==> config.mk <==
export PLATFORM = sky130hd
export DESIGN_NAME = row_fir_u8_saturating
export DESIGN_NICKNAME = d
export VERILOG_FILES = /design/src/rtl/rfir_pkg.sv /design/src/rtl/rfir_cell.sv /design/src/rtl/rfir_out.sv /design/src/rtl/row_fir_u8_saturating.sv
export SDC_FILE = /design/constraint.sdc
export NUM_CORES = 2
export LEC_CHECK = 0
export ABC_AREA = 0
export BUFFER_PORTS_ARGS = -buffer_cell sky130_fd_sc_hd__buf_2
export CAP_MARGIN = 25
export CORE_MARGIN = 3
export CORE_UTILIZATION = 55
export CTS_BUF_LIST = sky130_fd_sc_hd__clkbuf_16
export DETAILED_ROUTE_END_ITERATION = 6
export PLACE_DENSITY = 0.71
export SETUP_SLACK_MARGIN = 0.4
export SLEW_MARGIN = 20
export SYNTH_ARGS = -nofsm -noshare
export SYNTH_HDL_FRONTEND = slang
export SYNTH_HIERARCHICAL = 1
export SYNTH_SLANG_ARGS = --single-unit
==> constraint.sdc <==
create_clock -name clk -period 23 [get_ports clk]
set_input_delay 1.15 -clock clk [delete_from_list [all_inputs] [get_ports clk]]
set_output_delay 1.15 -clock clk [all_outputs]
set_load 0.005 [all_outputs]
==> src/rtl/rfir_pkg.sv <==
// ----------------------------------------------------------------------------
// rfir_pkg
// Shared widths, register indexes and types of the row FIR filter.
// ----------------------------------------------------------------------------
package rfir_pkg;

  // Kernel and pixel geometry.
  localparam int MAX_TAPS  = 7;
  localparam int MAX_WIDTH = 4096;
  localparam int FRAC_BITS = 12;

  localparam int PIX_W   = 8;
  localparam int COEF_W  = 16;
  localparam int TAP_W   = 3;
  localparam int COL_W   = 12;
  localparam int FILL_W  = $clog2(MAX_WIDTH) + 1;
  localparam int PROD_W  = PIX_W + COEF_W;
  localparam int PSUM_W  = PROD_W + $clog2(MAX_TAPS);

  // Control pipeline: one stage for the window, one for the products and
  // one per cell for the running sum.
  localparam int PIPE_DEPTH = MAX_TAPS + 2;

  // Configuration register indexes.
  localparam int CFG_IDX_W = 3;
  localparam logic [CFG_IDX_W-1:0] REG_TAP_COUNT = 3'd0;
  localparam logic [CFG_IDX_W-1:0] REG_COEF_0    = 3'd1;

  // Reset values of the kernel (a single tap of 1.0).
  localparam logic [TAP_W-1:0]         TAP_COUNT_RESET = 3'd1;
  localparam logic signed [COEF_W-1:0] COEF0_RESET     = 16'sd4096;

  // Per-item control that travels alongside the sum.
  typedef struct packed {
    logic             vld;
    logic [COL_W-1:0] col;
  } pipe_ctrl_t;

endpackage

==> src/rtl/rfir_cell.sv <==
// ----------------------------------------------------------------------------
// rfir_cell
// One filter cell: a window pixel register, one product and a running sum.
// ----------------------------------------------------------------------------
module rfir_cell (
  input  logic                                clk,
  input  logic                                rst_n,
  input  logic                                shift_en,
  input  logic                                adv,
  input  logic [rfir_pkg::PIX_W-1:0]          pix_prev,
  input  logic [rfir_pkg::PIX_W-1:0]          pix_tap,
  input  logic signed [rfir_pkg::COEF_W-1:0]  coef,
  input  logic signed [rfir_pkg::PSUM_W-1:0]  psum_prev,
  output logic [rfir_pkg::PIX_W-1:0]          pix_win,
  output logic signed [rfir_pkg::PSUM_W-1:0]  psum
);
  import rfir_pkg::*;

  logic [PIX_W-1:0]              win_r;
  logic signed [PROD_W-1:0]      prod_r;
  logic signed [PSUM_W-1:0]      psum_r;
  logic signed [PIX_W+COEF_W:0]  prod_full;
  logic signed [PROD_W-1:0]      prod_nxt;
  logic signed [PSUM_W-1:0]      psum_nxt;

  // The window pixel moves one cell down with every accepted beat.
  always_ff @(posedge clk) begin
    if (!rst_n) begin
      win_r <= '0;
    end else if (shift_en) begin
      win_r <= pix_prev;
    end
  end

  // Unsigned pixel times signed coefficient; the result fits PROD_W bits.
  assign prod_full = $signed({1'b0, pix_tap}) * coef;
  assign prod_nxt  = prod_full[PROD_W-1:0];

  // Add this cell's product to the sum handed over by the previous cell.
  assign psum_nxt = psum_prev + {{(PSUM_W-PROD_W){prod_r[PROD_W-1]}}, prod_r};

  always_ff @(posedge clk) begin
    if (adv) begin
      prod_r <= prod_nxt;
      psum_r <= psum_nxt;
    end
  end

  assign pix_win = win_r;
  assign psum    = psum_r;

endmodule

==> src/rtl/rfir_out.sv <==
// ----------------------------------------------------------------------------
// rfir_out
// Rounds the exact sum to nearest-even, clamps to 0..255 and holds the result.
// ----------------------------------------------------------------------------
module rfir_out (
  input  logic                               clk,
  input  logic                               rst_n,
  input  logic                               adv,
  input  rfir_pkg::pipe_ctrl_t               ctrl,
  input  logic signed [rfir_pkg::PSUM_W-1:0] acc,
  output logic                               out_valid,
  output logic [rfir_pkg::PIX_W-1:0]         pixel,
  output logic [rfir_pkg::COL_W-1:0]         column
);
  import rfir_pkg::*;

  localparam int Q_W = PSUM_W - 1 - FRAC_BITS;
  localparam logic [FRAC_BITS-1:0] HALF = FRAC_BITS'(1) << (FRAC_BITS - 1);
  localparam logic [Q_W:0] PIX_MAX = (Q_W+1)'((1 << PIX_W) - 1);

  logic                 valid_r;
  logic [PIX_W-1:0]     pixel_r;
  logic [COL_W-1:0]     column_r;
  logic [Q_W-1:0]       quot;
  logic [FRAC_BITS-1:0] rem;
  logic                 round_up;
  logic [Q_W:0]         rounded;
  logic [PIX_W-1:0]     pixel_nxt;

  // Split the magnitude into integer and fraction, round ties to even.
  assign quot     = acc[PSUM_W-2:FRAC_BITS];
  assign rem      = acc[FRAC_BITS-1:0];
  assign round_up = (rem > HALF) || ((rem == HALF) && quot[0]);
  assign rounded  = {1'b0, quot} + {{Q_W{1'b0}}, round_up};

  // Non-positive sums give zero, large ones saturate.
  always_comb begin
    if (acc[PSUM_W-1] || (acc == '0)) begin
      pixel_nxt = '0;
    end else if (rounded > PIX_MAX) begin
      pixel_nxt = PIX_MAX[PIX_W-1:0];
    end else begin
      pixel_nxt = rounded[PIX_W-1:0];
    end
  end

  always_ff @(posedge clk) begin
    if (!rst_n) begin
      valid_r <= 1'b0;
    end else if (adv) begin
      valid_r <= ctrl.vld;
    end
  end

  always_ff @(posedge clk) begin
    if (adv) begin
      pixel_r  <= pixel_nxt;
      column_r <= ctrl.col;
    end
  end

  assign out_valid = valid_r;
  assign pixel     = pixel_r;
  assign column    = column_r;

endmodule

==> src/rtl/row_fir_u8_saturating.sv <==
// ----------------------------------------------------------------------------
// row_fir_u8_saturating
// Horizontal FIR over a pixel stream, built as a chain of tap cells.
// ----------------------------------------------------------------------------
// Path: a result passes the window stage, the product stage, seven sum
// cells in a chain and the output register.
// Throughput: one pixel per cycle; the whole pipeline holds only while the
// output register is full and out_ready is low.
// Reset: synchronous, active low; clears the row fill count, the window, the
// pipeline valid bits, and loads tap_count = 1, coef_0 = 1.0, other taps 0.
module row_fir_u8_saturating (
  input  logic                                   clk,
  input  logic                                   rst_n,
  input  logic                                   in_valid,
  output logic                                   in_ready,
  input  logic [rfir_pkg::PIX_W-1:0]             in_pixel_in,
  input  logic                                   in_row_start,
  output logic                                   out_valid,
  input  logic                                   out_ready,
  output logic [rfir_pkg::PIX_W-1:0]             out_pixel_out,
  output logic [rfir_pkg::COL_W-1:0]             out_column,
  input  logic                                   cfg_valid,
  output logic                                   cfg_ready,
  input  logic [rfir_pkg::CFG_IDX_W-1:0]         cfg_index,
  input  logic [rfir_pkg::COEF_W-1:0]            cfg_data
);
  import rfir_pkg::*;

  logic                       adv;
  logic                       accept;
  logic [TAP_W-1:0]           tap_count_r;
  logic signed [COEF_W-1:0]   coef_r [MAX_TAPS];
  logic [TAP_W-1:0]           tap_eff;
  logic signed [COEF_W-1:0]   cell_coef [MAX_TAPS];
  logic [FILL_W-1:0]          fill_r;
  logic [FILL_W-1:0]          fill_nxt;
  logic [FILL_W-1:0]          fill_base;
  logic [FILL_W-1:0]          fill_inc;
  logic                       room;
  logic                       produce;
  pipe_ctrl_t                 stage_nxt;
  pipe_ctrl_t                 pipe_r [PIPE_DEPTH];
  logic [PIX_W-1:0]           win [MAX_TAPS];
  logic [PIX_W-1:0]           tap_pix [MAX_TAPS];
  logic signed [PSUM_W-1:0]   psum [MAX_TAPS];

  // The pipeline moves unless the output register is full and out_ready low.
  assign adv       = !out_valid || out_ready;
  assign in_ready  = adv;
  assign accept    = in_valid && in_ready;
  assign cfg_ready = 1'b1;

  // Configuration registers.
  always_ff @(posedge clk) begin
    if (!rst_n) begin
      tap_count_r <= TAP_COUNT_RESET;
      for (int i = 0; i < MAX_TAPS; i++) begin
        coef_r[i] <= '0;
      end
      coef_r[0] <= COEF0_RESET;
    end else if (cfg_valid) begin
      unique case (cfg_index)
        REG_TAP_COUNT: begin
          tap_count_r <= cfg_data[TAP_W-1:0];
        end
        default: begin
          coef_r[TAP_W'(cfg_index - REG_COEF_0)] <= $signed(cfg_data);
        end
      endcase
    end
  end

  // A tap count of zero behaves as one.
  assign tap_eff = (tap_count_r == '0) ? TAP_W'(1) : tap_count_r;

  // Cell k holds the pixel of age k, which meets coefficient taps-1-k.
  always_comb begin
    for (int k = 0; k < MAX_TAPS; k++) begin
      if (TAP_W'(k) < tap_eff) begin
        cell_coef[k] = coef_r[TAP_W'(tap_eff - TAP_W'(k) - TAP_W'(1))];
      end else begin
        cell_coef[k] = '0;
      end
    end
  end

  // Row fill count: cleared by row start, saturates at the maximum width.
  assign fill_base = in_row_start ? '0 : fill_r;
  assign room      = fill_base < FILL_W'(MAX_WIDTH);
  assign fill_inc  = fill_base + FILL_W'(1);
  assign produce   = room && (fill_inc >= FILL_W'(tap_eff));

  always_comb begin
    fill_nxt = fill_r;
    if (accept) begin
      fill_nxt = room ? fill_inc : fill_base;
    end
  end

  always_ff @(posedge clk) begin
    if (!rst_n) begin
      fill_r <= '0;
    end else begin
      fill_r <= fill_nxt;
    end
  end

  // Control pipeline that tracks each beat through the cell chain.
  assign stage_nxt.vld = accept && produce;
  assign stage_nxt.col = COL_W'(fill_inc - FILL_W'(tap_eff));

  always_ff @(posedge clk) begin
    if (!rst_n) begin
      for (int j = 0; j < PIPE_DEPTH; j++) begin
        pipe_r[j] <= '0;
      end
    end else if (adv) begin
      pipe_r[0] <= stage_nxt;
      for (int j = 1; j < PIPE_DEPTH; j++) begin
        pipe_r[j] <= pipe_r[j-1];
      end
    end
  end

  // Chain of cells; cell k sees its window pixel delayed by k stages so it
  // meets the running sum of the same beat.
  for (genvar k = 0; k < MAX_TAPS; k++) begin : g_cell
    if (k == 0) begin : g_nodly
      assign tap_pix[k] = win[k];
    end else begin : g_dly
      logic [PIX_W-1:0] dly_r [k];

      always_ff @(posedge clk) begin
        if (adv) begin
          dly_r[0] <= win[k];
          for (int j = 1; j < k; j++) begin
            dly_r[j] <= dly_r[j-1];
          end
        end
      end

      assign tap_pix[k] = dly_r[k-1];
    end

    rfir_cell u_cell (
      .clk       (clk),
      .rst_n     (rst_n),
      .shift_en  (accept),
      .adv       (adv),
      .pix_prev  ((k == 0) ? in_pixel_in : win[(k == 0) ? 0 : k-1]),
      .pix_tap   (tap_pix[k]),
      .coef      (cell_coef[k]),
      .psum_prev ((k == 0) ? PSUM_W'(0) : psum[(k == 0) ? 0 : k-1]),
      .pix_win   (win[k]),
      .psum      (psum[k])
    );
  end

  // Rounding, clamping and the output register.
  rfir_out u_out (
    .clk       (clk),
    .rst_n     (rst_n),
    .adv       (adv),
    .ctrl      (pipe_r[PIPE_DEPTH-1]),
    .acc       (psum[MAX_TAPS-1]),
    .out_valid (out_valid),
    .pixel     (out_pixel_out),
    .column    (out_column)
  );

`ifndef SYNTHESIS
  // The fill count never passes the maximum row width.
  a_fill_bound: assert property (@(posedge clk) disable iff (!rst_n)
    fill_r <= FILL_W'(MAX_WIDTH))
    else $error("row fill count above maximum width");

  // A producing beat in the first stage has column = fill - taps.
  a_col_match: assert property (@(posedge clk) disable iff (!rst_n)
    pipe_r[0].vld |-> (fill_r == FILL_W'(pipe_r[0].col) + FILL_W'(tap_eff)))
    else $error("output column does not match the row fill count");

  // While the pipeline holds, the fill count must not move.
  a_fill_hold: assert property (@(posedge clk) disable iff (!rst_n)
    !in_ready |=> (fill_r == $past(fill_r)))
    else $error("fill count changed during a stall");
`endif

endmodule

==> results.txt <==
TritonCTS buffer count = 95
Distinct cells, synth = 117
Least-Margin Pin Slew = 1070 ps
Sequential Area = 0.0249 sq mm
post-route ant nets = 0
First DRT Iteration DRCs = 4139
synth warn = 6
slew margin rel. = 0.284
status = complete, no violations
initial antenna violation count = 11
R2R Setup Slk = 14030 ps
max_cap viols = 0
Detailed Routing Iterations Pass 1 = 5
RSZ-0062 raised after global routing = false
number of hold buffers added after CTS = 0
worst reg-to-reg path cell count = 27
Slew Viols, Final = 0
largest net degree at the start of global routing = 184
CTS Buffer Depth = 3
global-route wire length before repair = 289000 um
Die W = 373 um
IR drop worst, VDD = 0.0710 mV
Total Routed Length = 180000 um
Final setup viols = 0
Min-Delay Endpoint = g_cell[5].g_dly.dly_r[0][29]$_DFFE_PN_
Peak Freq = 112 MHz
hpwl dp = 141000 um
Post-CTS Setup Inserts = 0
layout filler cell count = 11.2k
Avg Inst Size Synth = 10.3 sq um
post-synthesis async set-or-reset flop share = 0
Port-buffer cells = 54
synthesized flop and latch total = 863
NetSw = 0.00115 W
worst skew pair latency = 730 ps
Mapped Area = 0.0742 sq mm
final net count = 8444
Boundary Pins = 56
routed vias = 51.2k
initial core utilization = 0.555
fin crit share = 0.390
total track usage = 0.262
Final Hold Fails = 0
Comb pwr share = 0.161
setup TNS = 0 ps
switching share of power = 0.282
Reg power frac = 0.473
TritonCTS clock tree = done
P per Cell Area = 51.4 mW/mm^2
Placer Congestion = 0.951
Hold Startpoint = g_cell[5].g_dly.dly_r[0][21]$_DFFE_PN_
GRT Residual Overflow = 0
most frequent cells in the layout = inv_1 (1200), nand2_1 (778), edfxtp_1 (758), fa_1 (707), ha_1 (519)
cell-internal power = 0.00293 W
critical path type = reg -> reg
cts repair resizes = 0
CTS root buf = clkbuf_16
Residual DRC = 0
Mapped Cells = 7172
crit path launch type = flip-flop
Total Power = 0.00408 W
Leakage = 39.4 nW
vias per cell = 5.67
num rows = 134
share of cells above drive strength 1 = 0.0533
multi-input logic area = 0.0442 sq mm
Seq/Total Area, Yosys = 0.335
area grow syn2layout = 7.05%
Clock Skew = 75.7 ps
die area = 0.139 sq mm
Sink Count = 863
# H-tree levels = 3
Hold Path Stages = 0
vias in the first global route = 52.1k
clock power share = 0.365
Core ar. = 0.134 sq mm
Max FO, Critical Path = 117
post-DR wirelength/cell = 20.0 um
critical path required time = 23430 ps
post-layout min period = 8970 ps
Critical Path End Type = flip-flop
most common cell after layout, fill and taps aside = inv_1
clock slew at reported path FFs = 60 ps
Critical Path AT = 9390 ps
R2R Path End = g_cell[1].u_cell/prod_r[23]$_DFFE_PP_
Hold Crit Class = reg -> reg
Post-synth EDFFs = 758
Die Span Y = 373 um
RR Startpoint = tap_count_r[0]$_SDFFE_PN1P_
top_reg_cell synth = edfxtp_1
==> power groups by stage <==
stage / sequential [W] / combinational, W / clock, W
floorplan: 0.00192 / 0.000489 / 0
global placement: 0.00196 / 0.000632 / 0
detailed placement: 0.00196 / 0.000642 / 0
CTS: 0.00193 / 0.000648 / 0.00152
global route: 0.00194 / 0.000725 / 0.00159
finish: 0.00193 / 0.000659 / 0.00149
==> worst max-delay path by stage <==
stage / start / end / slack, ps / cells after the start
2_1_floorplan: out_ready / pipe_r[0][102]$_SDFFCE_PN0P_ / 5160 / 4
3_3_place_gp: tap_count_r[0]$_SDFFE_PN1P_ / g_cell[1].u_cell/prod_r[22]$_DFFE_PP_ / 14280 / 27
3_5_place_dp: tap_count_r[0]$_SDFFE_PN1P_ / g_cell[1].u_cell/prod_r[22]$_DFFE_PP_ / 14230 / 27
4_1_cts: tap_count_r[0]$_SDFFE_PN1P_ / g_cell[1].u_cell/prod_r[22]$_DFFE_PP_ / 14160 / 27
5_1_grt: tap_count_r[0]$_SDFFE_PN1P_ / g_cell[1].u_cell/prod_r[23]$_DFFE_PP_ / 13580 / 27
6_report: tap_count_r[0]$_SDFFE_PN1P_ / g_cell[1].u_cell/prod_r[23]$_DFFE_PP_ / 14030 / 27
==> kinds of logic (layout without fill, tap and decap cells) <==
family	count (synthesis)	after routing	synth area share
buf+inv	1394	1461	0.0716
simple gates	2008	2008	0.134
other cells	2	31	0.000101
mux	290	290	0.0436
xor+xnor	332	332	0.0394
compound gates	1057	1057	0.0981
flops	863	863	0.335
fa+ha+maj	1226	1226	0.278
==> final cells by class <==
type / instances / area share
timing repair buffer: 98 / 0.00803
antenna: 2 / 0.0000630
clock inverter: 83 / 0.00892
tap: 1768 / 0.0278
clock buffer: 95 / 0.0299
sequential: 863 / 0.313
inverter: 1185 / 0.0560
multi-input combinational: 4942 / 0.556
==> synth_stat cells, types with 64 or more instances <==
library cell	count	area (sq um)
nor2b_1	91	569
xor2_1	81	709
clkbuf_1	158	593
xnor2_1	249	2180
ha_1	519	6490
a21o_1	143	1070
o21ai_0	138	691
nor2_1	290	1090
and2_1	437	2730
dfxtp_1	105	2100
mux2i_1	259	2590
nand2_1	778	2920
inv_1	1182	4440
a21oi_1	312	1560
a211oi_1	64	480
edfxtp_1	758	22800
nand3_1	65	325
and3_1	127	795
fa_1	707	14200
==> metal layers <==
layer / global-route usage / up-vias / wire length, um
met2: 0.430 / 1476 / 85300
li1: - / 23900 / -
met1: 0.350 / 25500 / 76000
met3: 0.0368 / 302 / 10600
met5: 0 / - / 13
met4: 0.114 / 2 / 8460
==> flip-flops by register name (all words and copies together), names as in the netlist <==
| signal | flops |
|---|---|
| g_cell.u_cell/psum | 189 |
| g_cell.u_cell/prod_r | 168 |
| g_cell.g_dly.dly_r | 168 |
| coef_r | 128 |
| pipe_r | 117 |
| g_cell.u_cell/pix_win | 56 |
| fill_r | 13 |
| u_out/column | 12 |
| u_out/pixel | 8 |
| tap_count_r | 3 |
| u_out/out_valid | 1 |
==> worst max-delay path, cell delays in order (launching register included) <==
cell and delay [ps]:
dfxtp_2 310, buf_4 530, o21bai_4 260, buf_12 600
inv_1 100, ha_1 280, xor2_2 160, buf_4 350
xnor2_2 150, buf_4 350, mux4_2 580, nor2_1 500
nand2_1 160, fa_1 560, inv_1 50, fa_1 490
fa_1 560, inv_1 60, fa_1 540, inv_1 50
ha_1 240, or4_1 500, o21ai_0 120, a21oi_1 140
a31oi_2 400, o21ai_1 170, a41oi_1 260, xnor2_1 100
==> through the flow <==
step / area [sq um] / instances / util / hold slack, ps / setup WS (ps)
3_3_place_gp: 76300 / 8852 / 0.570 / 400 / 14280
2_1_floorplan: 74300 / 7199 / - / 400 / 5160
3_5_place_dp: 76300 / 8855 / 0.570 / 405 / 14230
6_report: 79400 / 9036 / 0.594 / 411 / 14030
4_1_cts: 79400 / 9033 / 0.593 / 409 / 14160
5_1_grt: 79400 / 9034 / 0.594 / 410 / 13580
Note: power is estimated with default switching activity, not from simulation.
